**config.mk**
```make
export PLATFORM = sky130hd
export DESIGN_NAME = pip_edge_unit
export DESIGN_NICKNAME = d
export VERILOG_FILES = /design/src/design/pip_pkg.sv /design/src/design/pip_edge_unit.sv
export SDC_FILE = /design/constraint.sdc
export NUM_CORES = 1
export LEC_CHECK = 0
export BUFFER_PORTS_ARGS = -buffer_cell sky130_fd_sc_hd__buf_2
export CAP_MARGIN = 10
export CORE_ASPECT_RATIO = 1.4
export CORE_MARGIN = 4
export CORE_UTILIZATION = 45
export CTS_CLUSTER_SIZE = 8
export DETAILED_ROUTE_END_ITERATION = 8
export GPL_ROUTABILITY_DRIVEN = 0
export HOLD_SLACK_MARGIN = 0.15
export PLACE_DENSITY_LB_ADDON = 0.12
export SLEW_MARGIN = 5
export SYNTH_ARGS = -nofsm -noshare
export SYNTH_HDL_FRONTEND = slang
export SYNTH_SLANG_ARGS = --single-unit
export TNS_END_PERCENT = 20
```
**constraint.sdc**
```tcl
create_clock -name clk -period 9.1 [get_ports clk]
set_clock_uncertainty 0.1 [all_clocks]
set_input_delay 1.365 -clock clk [delete_from_list [all_inputs] [get_ports clk]]
set_output_delay 1.365 -clock clk [all_outputs]
set_load 0.005 [all_outputs]
```
**src/design/pip_pkg.sv**
```systemverilog
`timescale 1ns / 1ps
// Package for the point-in-polygon test: sizes, codes, transaction and control types.
// Used by every module of the block except pip_ram; depends on nothing.
package pip_pkg;

	localparam int MAX_VERTICES = 64;
	localparam int COORD_BITS   = 16;
	localparam int ADDR_BITS    = $clog2(MAX_VERTICES);
	localparam int CNT_BITS     = $clog2(MAX_VERTICES + 1);
	localparam int VCOUNT_BITS  = 7;
	localparam int DIFF_BITS    = COORD_BITS + 1;
	localparam int PROD_BITS    = 2 * DIFF_BITS + 1;
	localparam int SUM_BITS     = PROD_BITS + 1;

	// Request codes
	localparam logic REQ_APPEND = 1'b0;
	localparam logic REQ_QUERY  = 1'b1;

	// Result status codes
	localparam logic [1:0] STATUS_STORED   = 2'd0;
	localparam logic [1:0] STATUS_ANSWERED = 2'd1;
	localparam logic [1:0] STATUS_DROPPED  = 2'd2;

	typedef struct packed {
		logic                         req_type;
		logic                         restart;
		logic signed [COORD_BITS-1:0] coord_x;
		logic signed [COORD_BITS-1:0] coord_y;
	} pip_in_t;

	typedef struct packed {
		logic [1:0]             status;
		logic                   inside_res;
		logic [VCOUNT_BITS-1:0] vertex_count;
	} pip_out_t;

	typedef struct packed {
		logic signed [COORD_BITS-1:0] x;
		logic signed [COORD_BITS-1:0] y;
	} pip_vertex_t;

	// Commands from the sequencer to the edge unit
	typedef struct packed {
		logic clear;
		logic load_first;
		logic load_next;
		logic mul_a;
		logic mul_b;
		logic judge;
	} pip_edge_ctrl_t;

	typedef enum logic [2:0] {
		ST_IDLE,
		ST_FIRST,
		ST_LOAD,
		ST_MUL_A,
		ST_MUL_B,
		ST_JUDGE,
		ST_DONE
	} pip_state_t;

	// Magnitude of a vertex-minus-point difference; the most negative code never occurs.
	function automatic logic [DIFF_BITS-1:0] diff_mag(input logic signed [DIFF_BITS-1:0] v);
		logic [DIFF_BITS-1:0] m;
		m = v[DIFF_BITS-1] ? DIFF_BITS'(-v) : DIFF_BITS'(v);
		return m;
	endfunction

endpackage

```
**src/design/pip_edge_unit.sv**
```systemverilog
`timescale 1ns / 1ps
// Edge unit: shifts vertices to the query point and tests one edge at a time
// with a single shared multiplier; keeps the crossing parity. Uses pip_pkg.
module pip_edge_unit (
	input  logic                                  clk,
	input  logic                                  arst_n,
	input  pip_pkg::pip_edge_ctrl_t               ctrl,
	input  logic signed [pip_pkg::COORD_BITS-1:0] qx,
	input  logic signed [pip_pkg::COORD_BITS-1:0] qy,
	input  pip_pkg::pip_vertex_t                  vtx,
	output logic                                  parity
);
	import pip_pkg::*;

	logic signed [COORD_BITS-1:0] qx_q, qy_q;
	logic signed [DIFF_BITS-1:0]  ax_q, ay_q, bx_q, by_q;
	logic signed [DIFF_BITS-1:0]  dx, dy;
	logic signed [DIFF_BITS-1:0]  op_s;
	logic        [DIFF_BITS-1:0]  op_u;
	logic signed [DIFF_BITS:0]    op_u_s;
	logic signed [PROD_BITS-1:0]  prod;
	logic signed [PROD_BITS-1:0]  prod_a_q, prod_b_q;
	logic signed [SUM_BITS-1:0]   sum;
	logic                         crosses;
	logic                         parity_q;

	// Shift the fetched vertex so the query point sits at the origin
	assign dx = DIFF_BITS'(vtx.x) - DIFF_BITS'(qx_q);
	assign dy = DIFF_BITS'(vtx.y) - DIFF_BITS'(qy_q);

	// Shared multiplier: ax*|by| first, then bx*|ay|
	assign op_s   = ctrl.mul_b ? bx_q : ax_q;
	assign op_u   = ctrl.mul_b ? diff_mag(ay_q) : diff_mag(by_q);
	assign op_u_s = {1'b0, op_u};
	assign prod   = op_s * op_u_s;

	// Crossing: ends strictly on opposite sides and ax*|by| + bx*|ay| > 0
	assign sum     = SUM_BITS'(prod_a_q) + SUM_BITS'(prod_b_q);
	assign crosses = (ay_q != '0) && (by_q != '0) && (ay_q[DIFF_BITS-1] != by_q[DIFF_BITS-1])
			&& !sum[SUM_BITS-1] && (sum != '0);

	// Datapath registers
	always_ff @(posedge clk) begin
		if (ctrl.clear) begin
			qx_q <= qx;
			qy_q <= qy;
		end
		if (ctrl.load_first) begin
			ax_q <= dx;
			ay_q <= dy;
		end
		if (ctrl.load_next) begin
			bx_q <= dx;
			by_q <= dy;
		end
		if (ctrl.mul_a) begin
			prod_a_q <= prod;
		end
		if (ctrl.mul_b) begin
			prod_b_q <= prod;
		end
		// advance: the far end becomes the near end of the next edge
		if (ctrl.judge) begin
			ax_q <= bx_q;
			ay_q <= by_q;
		end
	end

	// Crossing parity
	always_ff @(posedge clk or negedge arst_n) begin
		if (!arst_n) begin
			parity_q <= 1'b0;
		end else if (ctrl.clear) begin
			parity_q <= 1'b0;
		end else if (ctrl.judge && crosses) begin
			parity_q <= !parity_q;
		end
	end

	assign parity = parity_q;

endmodule

```
-- Yosys cells after proc, flatten, opt, wreduce, memory -nomap -nowiden
Index checks and enable logic that the tools add are counted.
- logic and storage cells: 38
- output and inout port bits: 1
- register bits after elaboration: 171
- input port bits: 72
- multiplexer cells: 10
- reduce and logical (&&, ||, !) cells: 12
- $add $sub $neg: 5
- multiply operators: 1
- equal/unequal tests: 1
- operators by type and width (kind ; count):
    two-way mux 17 bit ; 8
    adder 35 x 35 -> 36 bit ; 1
    nonzero test 36 bit ; 1
    multiplier 17 x 18 -> 35 bit ; 1
    negation 17 bit ; 2
    nonzero test 17 bit ; 2
    subtractor 16 x 16 -> 17 bit ; 2
    logical AND 1 bit ; 5
    nonzero test 2 bit ; 2
    zero test 1 bit ; 2
    two-way mux 1 bit ; 2
    inequality test 1 bit ; 1

-- Longest topological paths before layout
Gate-level depths: netlist of the first run.
- depth in word-level cells: 8
- depth in mapped cells: 33
- mapped depth without buffers: 32

-- Worst setup path before layout of the first run
Ideal clock, no wire load.
- kind: in2reg
- start point: in ctrl[1] (netlist name)
- end point: reg prod_a_q[31], data pin
- path slack: 0.459 ns
- buffers on the path: 3
- library setup time: 0.289 ns
- arrival time: 8.253 ns
- stages on the path: 24
- required time: 8.711 ns
- cell sequence: clkbuf_1 > buf_1 > clkbuf_1 > mux2_2 > nor2_1 > fa_1 > inv_1 > fa_1 > fa_1 > inv_1 > fa_1 > fa_1 > inv_1 > fa_1 > inv_1 > ha_1 > a2111o_1 > o2111ai_1 > a21oi_1 > o41ai_1 > a22oi_1 > or3_1 > a21oi_1 > o311ai_0
- cells in the longest elaborated chain, start to end: 2
- elaborated cells on any way between the ends: 3
- classes of those cells: mul: 1; mux: 2
- RTL lines (what ; RTL line ; source):
    from (decl) ; pip_edge_unit.sv:7 ; input pip_pkg::pip_edge_ctrl_t ctrl,
    two-way mux 17 bit (on tied branches) ; pip_edge_unit.sv:32, pip_edge_unit.sv:33 ;
    multiplier 17 x 18 -> 35 bit * ; pip_edge_unit.sv:35 ; assign prod = op_s * op_u_s;
    named net prod[31] ; pip_edge_unit.sv:21 ; logic signed [PROD_BITS-1:0] prod;
    to (signal assigned) ; pip_edge_unit.sv:57 ; prod_a_q <= prod;
    to (decl) ; pip_edge_unit.sv:22 ; logic signed [PROD_BITS-1:0] prod_a_q, prod_b_q;
The timed path passes the listed nets; every way through them passes the cells marked *.
A chain may end at the register's enable or synchronous reset.

-- Worst setup path in the final report of the first run
- start point: reg ay_q[3]
- end point: reg prod_a_q[31], data pin
- cells in the longest elaborated chain, start to end: 4
- RTL lines (what ; RTL line ; source):
    from (decl) ; pip_edge_unit.sv:16 ; logic signed [DIFF_BITS-1:0] ax_q, ay_q, bx_q, by_q;
    from (signal assigned) ; pip_edge_unit.sv:50 ; ay_q <= dy;
    from (signal assigned) ; pip_edge_unit.sv:65 ; ay_q <= by_q;
    negation 17 bit ; pip_pkg.sv:65 ; m = v[DIFF_BITS-1] ? DIFF_BITS'(-v) : DIFF_BITS'(v);
    two-way mux 17 bit * ; pip_pkg.sv:65 ;
    two-way mux 17 bit * ; pip_edge_unit.sv:33 ; assign op_u = ctrl.mul_b ? diff_mag(ay_q) : diff_mag(by_q);
    multiplier 17 x 18 -> 35 bit * ; pip_edge_unit.sv:35 ;
    named net prod[31] ; pip_edge_unit.sv:21 ;
Marked as above.

==> impl_metrics.tcl, run 1 <==
set metrics [dict create \
    outcome "completed" \
    ant_nets 0 \
    fin_setup_tns_ns 0 \
    syn_area_per_cell_um2 9.418 \
    crit_buf_inv 5 \
    slowest_delay_ns 0.59 \
    setup_viol 0 \
    fin_nets 2742 \
    arrival_ns 8.68 \
    yosys-top-cells-area "edfxtp_1, fa_1, ha_1" \
    clock.fmax_mhz 115.8 \
    yosysMostFrequentCell "inv_1" \
    cts_sinks 171 \
    post-route-period-util_pct 94.89 \
    synthFlopType "edfxtp_1" \
    finalCriticalPeriod_ns 8.635 \
    h-tree-depth 4 \
    io_buffer_count 72 \
    grt_max_degree 55 \
    synth_seq_area_share_pct 25.07 \
    critPathRequiredTime_ns 9.15 \
    num_rows 92 \
    vias_per_cell 5.291 \
    drv_slew 0 \
    rsz0062_at_grt "no" \
    yosys.area.top_type "edfxtp_1" \
    worst_slew_pin_slew_ns 0.8698 \
    critPathSlowestCell "or4_1" \
    dieHeight_um 260.3 \
    hold_viol_final 0 \
    ff_latch_area_um2 5130 \
    grt_overflow 0 \
    cts_resized 0 \
    hold_buffers 0 \
    synth_cells 2173 \
    synth_area_um2 20470 \
    synth_top_area_share_pct 24.94 \
    endpoint_kind "flop" \
    drt-initial-drc-count 675 \
    start_util_pct 45.47 \
    yosys_warnings 0 \
    setup.worst_path.class "flop to flop" \
    dr.pass1.iters 5 \
    cp_max_fo 5 \
    ys_ff_latch 171 \
    min-delay-start "bx_q[10]$_DFFE_PP_" \
    synth_edf_count 170 \
    hold_class "flop to flop" \
    synth.distinct_cells 83 \
    area_growth_pct 8.504 \
    wl_per_cell_um 17.62 \
    r2r_start "ay_q[3]$_DFFE_PP_" \
    max_cap_viol_count 0 \
    drt_wl_total_um 50580 \
    cts.path.max_buffers 2 \
    cp-start-kind "flop" \
    yosys-top-cells-count "inv_1, nor2_1, fa_1" \
    die-area_um2 49000 \
    multi_input_area_um2 13570 \
    cts_tree "done" \
    grt_pass1_wl_um 82660 \
    max_slew_margin_pct 42.01 \
    clkLatencyLatePin_ns 0.45 \
    num_io_pins 73 \
    syn_nets 2669 \
    cts_root_buf "clkbuf_16" \
    core-area_um2 45010 \
    drive_gt1_share_pct 9.340 \
    first_global_vias 16017 \
    crit_path_start "ay_q[3]$_DFFE_PP_" \
    dieWidth_um 188.2 \
    antennaDiodeCount 0 \
    num_vias 15186 \
    cp_top_family "adder cells" \
    antenna_found_initial 1 \
    cp_common_cell "fa_1" \
    post_cts_buffers 0 \
    drc 0 \
    clkSlewWorstSetupHoldPaths_ns 0.08 \
    gr-usage-all-layers_pct 21.19 \
    numCtsBuffers 17 \
    hpwl_um 42230 \
    nFillCells 4262 \
    async_reset_ff_share_pct 0.5848 \
]
final cells by class:
cell class / count / share of cell area, %
Inverter: 406 / 6.863
Timing Repair Buffer: 112 / 3.043
Sequential cell: 171 / 23.10
Tap cell: 611 / 3.443
Clock buffer: 18 / 1.933
Clock inverter: 14 / 0.4958
Multi-Input combinational cell: 1538 / 61.12
logic make-up after synthesis:
group	count (synthesis)	synth area share [%]
simple gates	649	14.38
fa+ha+maj	424	34.25
compound gates	312	10.45
buf+inv	464	8.620
flops	171	25.07
mux	70	3.680
xor+xnor	83	3.552
final timing paths:
| path | end | slack, ns | depth (start not counted) |
|---|---|---|---|
| worst max-delay path | prod_a_q[31]$_DFFE_PP_ | 0.47 | 26 |
| worst min-delay path | ax_q[10]$_DFFE_PP_ | 0.49 | 1 |
| worst max register to register | prod_a_q[31]$_DFFE_PP_ | 0.47 | 26 |
| worst min register to register | ax_q[10]$_DFFE_PP_ | 0.49 | 1 |
| max in group asynchronous | parity$_DFFE_PN0P_ | 8.21 | 1 |
| min in group asynchronous | parity$_DFFE_PN0P_ | 0.60 | 1 |
sequential cells by signal, summed over array words and instances (netlist names):
register and count:
parity 1, ax_q 17, bx_q 17, by_q 17
qy_q 16, prod_a_q 35, prod_b_q 35, ay_q 17
qx_q 16
placed cells by master, fill, tap and decap left out, types with 13 or more instances in the layout:
cell,netlist,routed
xor2_1,33,33
a21o_1,21,21
buf_4,0,40
or3_1,13,13
and2_1,19,19
o21ai_0,63,63
nor3_1,29,29
nand4_1,19,19
mux2i_1,28,28
a21boi_0,15,15
o21a_1,21,20
ha_1,197,197
nand2b_1,21,21
o31ai_1,13,13
clkbuf_16,0,17
inv_1,406,406
xnor2_1,50,50
mux2_2,42,42
edfxtp_1,170,170
buf_2,0,71
a21oi_1,68,68
nand2_1,200,200
nand3_1,23,23
and3_1,17,17
nor2b_1,18,18
nor2_1,243,243
fa_1,227,227
stage by stage:
| step | hold slack [ns] | worst slack, ns | cell area (um2) | std cells | utilization, % |
|---|---|---|---|---|---|
| final | 0.4870 | 0.4651 | 22210 | 2870 | 49.34 |
| after detailed placement | 0.4707 | 0.3295 | 21670 | 2838 | 48.14 |
| after global routing | 0.5154 | 0.04191 | 22210 | 2870 | 49.34 |
| after floorplan | 0.4146 | 0.4586 | 20470 | 2173 | - |
| after CTS | 0.4896 | 0.3959 | 22210 | 2870 | 49.34 |
| after global placement | 0.4678 | 0.3978 | 21670 | 2838 | 48.14 |
metal layers:
metal	wire, um	up-vias	global-route usage [%]
met2	25420	357	37.84
met1	20030	7333	24.78
li1	-	7353	-
met3	2146	143	2.823
met5	0	-	0
met4	2978	0	11.20
Power of run 1 is left out: the tool's default activity adds up to more than one toggle a clock period on the data nets, which glitch-free logic cannot reach.
==> run 2: changes to the inputs <==
--- a/config.mk
+++ b/config.mk
@@ -14,7 +14,6 @@
 export DETAILED_ROUTE_END_ITERATION = 8
 export GPL_ROUTABILITY_DRIVEN = 0
 export HOLD_SLACK_MARGIN = 0.15
-export PLACE_DENSITY_LB_ADDON = 0.12
 export SLEW_MARGIN = 5
 export SYNTH_ARGS = -nofsm -noshare
 export SYNTH_HDL_FRONTEND = slang
==> impl_metrics.tcl, run 2 (synthesized netlist as in run 1, its figures left out) <==
set metrics [dict create \
    io_buffer_count 72 \
    core-area_um2 45010 \
    use_met3_pct 2.408 \
    drc 0 \
    num_rows 92 \
    numCtsBuffers 17 \
    antennaDiodeCount 0 \
    setup_viol 0 \
    worst_slew_pin_slew_ns 1.033 \
    cp_max_fo 11 \
    dp_slack_ns -0.02506 \
    post-route-period-util_pct 94.26 \
    dieHeight_um 260.3 \
    fin_nets 2742 \
    antenna_found_initial 0 \
    area_growth_pct 8.767 \
    drt_wl_total_um 50520 \
    fin_setup_tns_ns 0 \
    top_regs "prod_a_q (35), prod_b_q (35)" \
    hold_class "flop to flop" \
    most-common-layout-cells "inv_1, nor2_1, fa_1" \
    gr-usage-all-layers_pct 20.85 \
    grtUsageMet2_pct 37.35 \
    num_vias 15470 \
    grt_max_degree 55 \
    cts_root_buf "clkbuf_16" \
    setup.worst_path.class "flop to flop" \
    max_cap_viol_count 0 \
    clock.fmax_mhz 116.6 \
    cts_sinks 171 \
    setup_ws_ns 0.5226 \
    cts_tree "done" \
    cts.path.max_buffers 2 \
    max_slew_margin_pct 30.69 \
    rsz0062_at_grt "no" \
    vias_per_cell 5.390 \
    wl_per_cell_um 17.60 \
    dieWidth_um 188.2 \
    h-tree-depth 4 \
    arrival_ns 8.64 \
    drive_gt1_share_pct 9.385 \
    dr.pass1.iters 5 \
    clkSlewWorstSetupHoldPaths_ns 0.07 \
    layout_commonest_cell "inv_1" \
    finalCriticalPeriod_ns 8.577 \
    endpoint_kind "flop" \
    critPathRequiredTime_ns 9.16 \
    outcome "completed" \
    hold_viol_final 0 \
    die-area_um2 49000 \
    grt_pass1_wl_um 81610 \
    clkLatencyLatePin_ns 0.45 \
    drv_slew 0 \
    hpwl_um 41940 \
    cp-start-kind "flop" \
    num_io_pins 73 \
    hold_buffers 0 \
    met1_usage_pct 24.35 \
    ant_nets 0 \
    grt_overflow 0 \
    start_util_pct 45.47 \
    grt_busiest_layer "met2" \
    drt-initial-drc-count 894 \
    first_global_vias 16097 \
]
## run 2: cell types whose count changed in the layout (fill, tap and decap cells not counted), sizes merged
cell / previous run / this run
inv: 414 / 408
bufinv: 0 / 3
clkinv: 5 / 8
## run 2: final cells by class
cell class                 count  area [um2]
sequential                   171        5130
clock buffer                  18       429.2
multi-input combinational   1538       13580
timing repair buffer         112       663.1
inverter                     406        1524
fill                        4201       22750
clock inverter                14       168.9
tap                          611       764.5
## run 2: path summary, 6_finish.rpt
| path | slack [ns] | to | from | cells past startpoint |
|---|---|---|---|---|
| max reg2reg | 0.52 | prod_a_q[31]$_DFFE_PP_ | ay_q[3]$_DFFE_PP_ | 25 |
| min reg2reg | 0.49 | ax_q[0]$_DFFE_PP_ | bx_q[0]$_DFFE_PP_ | 1 |
| max | 0.52 | prod_a_q[31]$_DFFE_PP_ | ay_q[3]$_DFFE_PP_ | 25 |
| min in group asynchronous | 0.58 | parity$_DFFE_PN0P_ | arst_n | 1 |
| max in group asynchronous | 8.24 | parity$_DFFE_PN0P_ | arst_n | 1 |
| min | 0.49 | ax_q[0]$_DFFE_PP_ | bx_q[0]$_DFFE_PP_ | 1 |
## run 2: through the flow
step	utilization, %	instance area [um2]	instances	hold slack, ns
CTS	49.44	22250	2870	0.4909
floorplan	-	20470	2173	0.4146
global placement	48.11	21650	2838	0.4726
detailed placement	48.11	21650	2838	0.4758
finish	49.46	22260	2870	0.4944
global route	49.46	22260	2870	0.5096
## run 2: timing repair
item / in CTS / in global routing
buffers inserted: 0 / 0
setup endpoints to repair: 0 / 8
resized for setup: 0 / 2
## run 2: routing by layer
layer	vias up	part of all wire (%)
li1	7351	-
met1	7498	40
met2	484	50
met3	137	4.2
met4	0	5.7
met5	-	0
## run 2: critical path: stages, from the launching register on
cell and delay [ns]:
edfxtp_1 0.45, or4_1 0.58, or3_1 0.45, o21ai_0 0.23
xor2_1 0.21, mux2_2 0.33, nor2_1 0.11, fa_1 0.54
inv_1 0.06, fa_1 0.49, fa_1 0.53, inv_1 0.06
fa_1 0.51, fa_1 0.51, inv_1 0.05, fa_1 0.47
inv_1 0.04, ha_1 0.33, a2111o_1 0.45, o2111ai_1 0.27
a21oi_1 0.16, o41ai_2 0.37, a22oi_1 0.18, or3_1 0.38
a21oi_1 0.25, o311ai_0 0.19
Power of run 2 is left out for the same reason.
==> run 3: changes to the inputs <==
--- a/config.mk
+++ b/config.mk
@@ -5,15 +5,16 @@
 export SDC_FILE = /design/constraint.sdc
 export NUM_CORES = 1
 export LEC_CHECK = 0
-export BUFFER_PORTS_ARGS = -buffer_cell sky130_fd_sc_hd__buf_2
+export BUFFER_PORTS_ARGS = -buffer_cell sky130_fd_sc_hd__buf_4
 export CAP_MARGIN = 10
 export CORE_ASPECT_RATIO = 1.4
 export CORE_MARGIN = 4
-export CORE_UTILIZATION = 45
+export CORE_UTILIZATION = 49
 export CTS_CLUSTER_SIZE = 8
 export DETAILED_ROUTE_END_ITERATION = 8
 export GPL_ROUTABILITY_DRIVEN = 0
 export HOLD_SLACK_MARGIN = 0.15
+export PLACE_DENSITY = 0.65
 export SLEW_MARGIN = 5
 export SYNTH_ARGS = -nofsm -noshare
 export SYNTH_HDL_FRONTEND = slang
==> impl_metrics.tcl, run 3 (synthesized netlist as in run 1, its figures left out) <==
set metrics [dict create \
    outcome "completed" \
    postLayoutCoreUtil_pct 54.07 \
    highest_layer "met4" \
    multi_input_area_um2 13600 \
    ant_nets 0 \
    top_regs "prod_a_q (35), prod_b_q (35)" \
    max_slew_margin_pct 21.31 \
    fin_nets 2745 \
    antennaDiodeCount 0 \
    arrival_ns 8.72 \
    clkSlewWorstSetupHoldPaths_ns 0.07 \
    gr-usage-all-layers_pct 21.97 \
    drt-initial-drc-count 812 \
    antenna_found_initial 0 \
    clock.fmax_mhz 116.5 \
    hold_viol_final 0 \
    hold_ws_ns 0.4658 \
    area_growth_pct 9.091 \
    endpoint_kind "flop" \
    met3WireLength_um 2573 \
    drv_slew 0 \
    wl_per_cell_um 17.74 \
    core-area_um2 41290 \
    cts.path.max_buffers 2 \
    max_cap_viol_count 0 \
    dieWidth_um 180.7 \
    nFillCells 3735 \
    cts_sinks 171 \
    drc 0 \
    first_global_vias 16148 \
    most-common-layout-cells "inv_1, nor2_1, fa_1" \
    hpwl_um 41170 \
    fin_setup_tns_ns 0 \
    setup_viol 0 \
    grt_pass1_wl_um 79900 \
    critPathRequiredTime_ns 9.23 \
    route.met2.wl_um 24730 \
    worst_slew_pin_slew_ns 1.148 \
    ff_latch_area_um2 5130 \
    clkLatencyLatePin_ns 0.45 \
    grt_overflow 0 \
    wl_met1_um 19230 \
    layout_commonest_cell "inv_1" \
    grt_max_degree 55 \
    finalCriticalPeriod_ns 8.586 \
    drt_wl_total_um 49680 \
    cts_tree "done" \
    h-tree-depth 4 \
    drive_gt1_share_pct 9.376 \
    setup.worst_path.class "flop to flop" \
    cp_max_fo 5 \
    dr.pass1.iters 6 \
    post-route-period-util_pct 94.35 \
    num_rows 88 \
    hold_buffers 0 \
    die-area_um2 45150 \
    rsz0062_at_grt "no" \
    dieHeight_um 249.8 \
    num_vias 15483 \
    cp-start-kind "flop" \
    hold_class "flop to flop" \
    cts_root_buf "clkbuf_16" \
    io_buffer_count 72 \
    num_io_pins 73 \
    vias_per_cell 5.528 \
    start_util_pct 49.57 \
    numCtsBuffers 17 \
]
==> run 3: cell types whose count changed in the layout (fill, tap and decap cells not counted), sizes merged <==
cell,delta
clkbuf,+3
buf,+3
clkinv,-3
clkinvlp,+1
bufinv,-2
==> run 3: repair_timing <==
| action | CTS | global route |
|---|---|---|
| endpoints found under the setup margin | 0 | 8 |
| buffers inserted | 0 | 0 |
| gates resized for setup | 0 | 4 |
==> run 3: layout make-up <==
type / count / area share, %
multi-input cells: 1538 / 60.91
flip-flops and latches: 171 / 22.98
inverters: 406 / 6.826
repair buffers: 115 / 3.867
well taps: 540 / 3.026
clock buffers: 21 / 1.973
clock inverters: 10 / 0.4203
==> run 3: worst paths after layout <==
kind                                   startpoint  slack (ns)                     end  cells after the start
max in group asynchronous                  arst_n        8.25      parity$_DFFE_PN0P_                      1
worst min-delay path            bx_q[8]$_DFFE_PP_        0.47       ax_q[8]$_DFFE_PP_                      2
worst min register to register  bx_q[8]$_DFFE_PP_        0.47       ax_q[8]$_DFFE_PP_                      2
worst max register to register  by_q[2]$_DFFE_PP_        0.51  prod_b_q[34]$_DFFE_PP_                     25
worst max-delay path            by_q[2]$_DFFE_PP_        0.51  prod_b_q[34]$_DFFE_PP_                     25
min in group asynchronous                  arst_n        0.57      parity$_DFFE_PN0P_                      1
==> run 3: routing by layer <==
metal	global-route usage (%)	vias up
met5	0	-
met4	12.97	0
li1	-	7344
met3	2.974	158
met2	39.25	501
met1	24.89	7480
==> run 3: per-stage QoR <==
step                      area [um2]  setup slack [ns]  std cells
after floorplan                20470            0.4586       2173
after global placement         21760            0.2156       2770
after CTS                      22300            0.2539       2801
after global routing           22330           0.06415       2801
after detailed placement       21760           0.07302       2770
final                          22330            0.5140       2801
==> run 3: worst max-delay path: stages (launching register included) <==
cell	delay (ns)
edfxtp_1	0.46
nor3_1	0.25
nand3_1	0.13
or3_1	0.40
or4_1	0.46
o31ai_1	0.28
xor2_1	0.10
mux2i_1	0.58
nand2_1	0.18
fa_1	0.56
fa_1	0.54
fa_1	0.52
inv_1	0.05
fa_1	0.49
fa_1	0.49
inv_1	0.05
fa_1	0.47
inv_1	0.04
ha_1	0.35
a2111o_1	0.19
and3b_1	0.22
o31ai_1	0.42
nand4_1	0.27
a21oi_1	0.28
o221ai_1	0.17
xnor2_1	0.31
Power of run 3 is left out for the same reason.
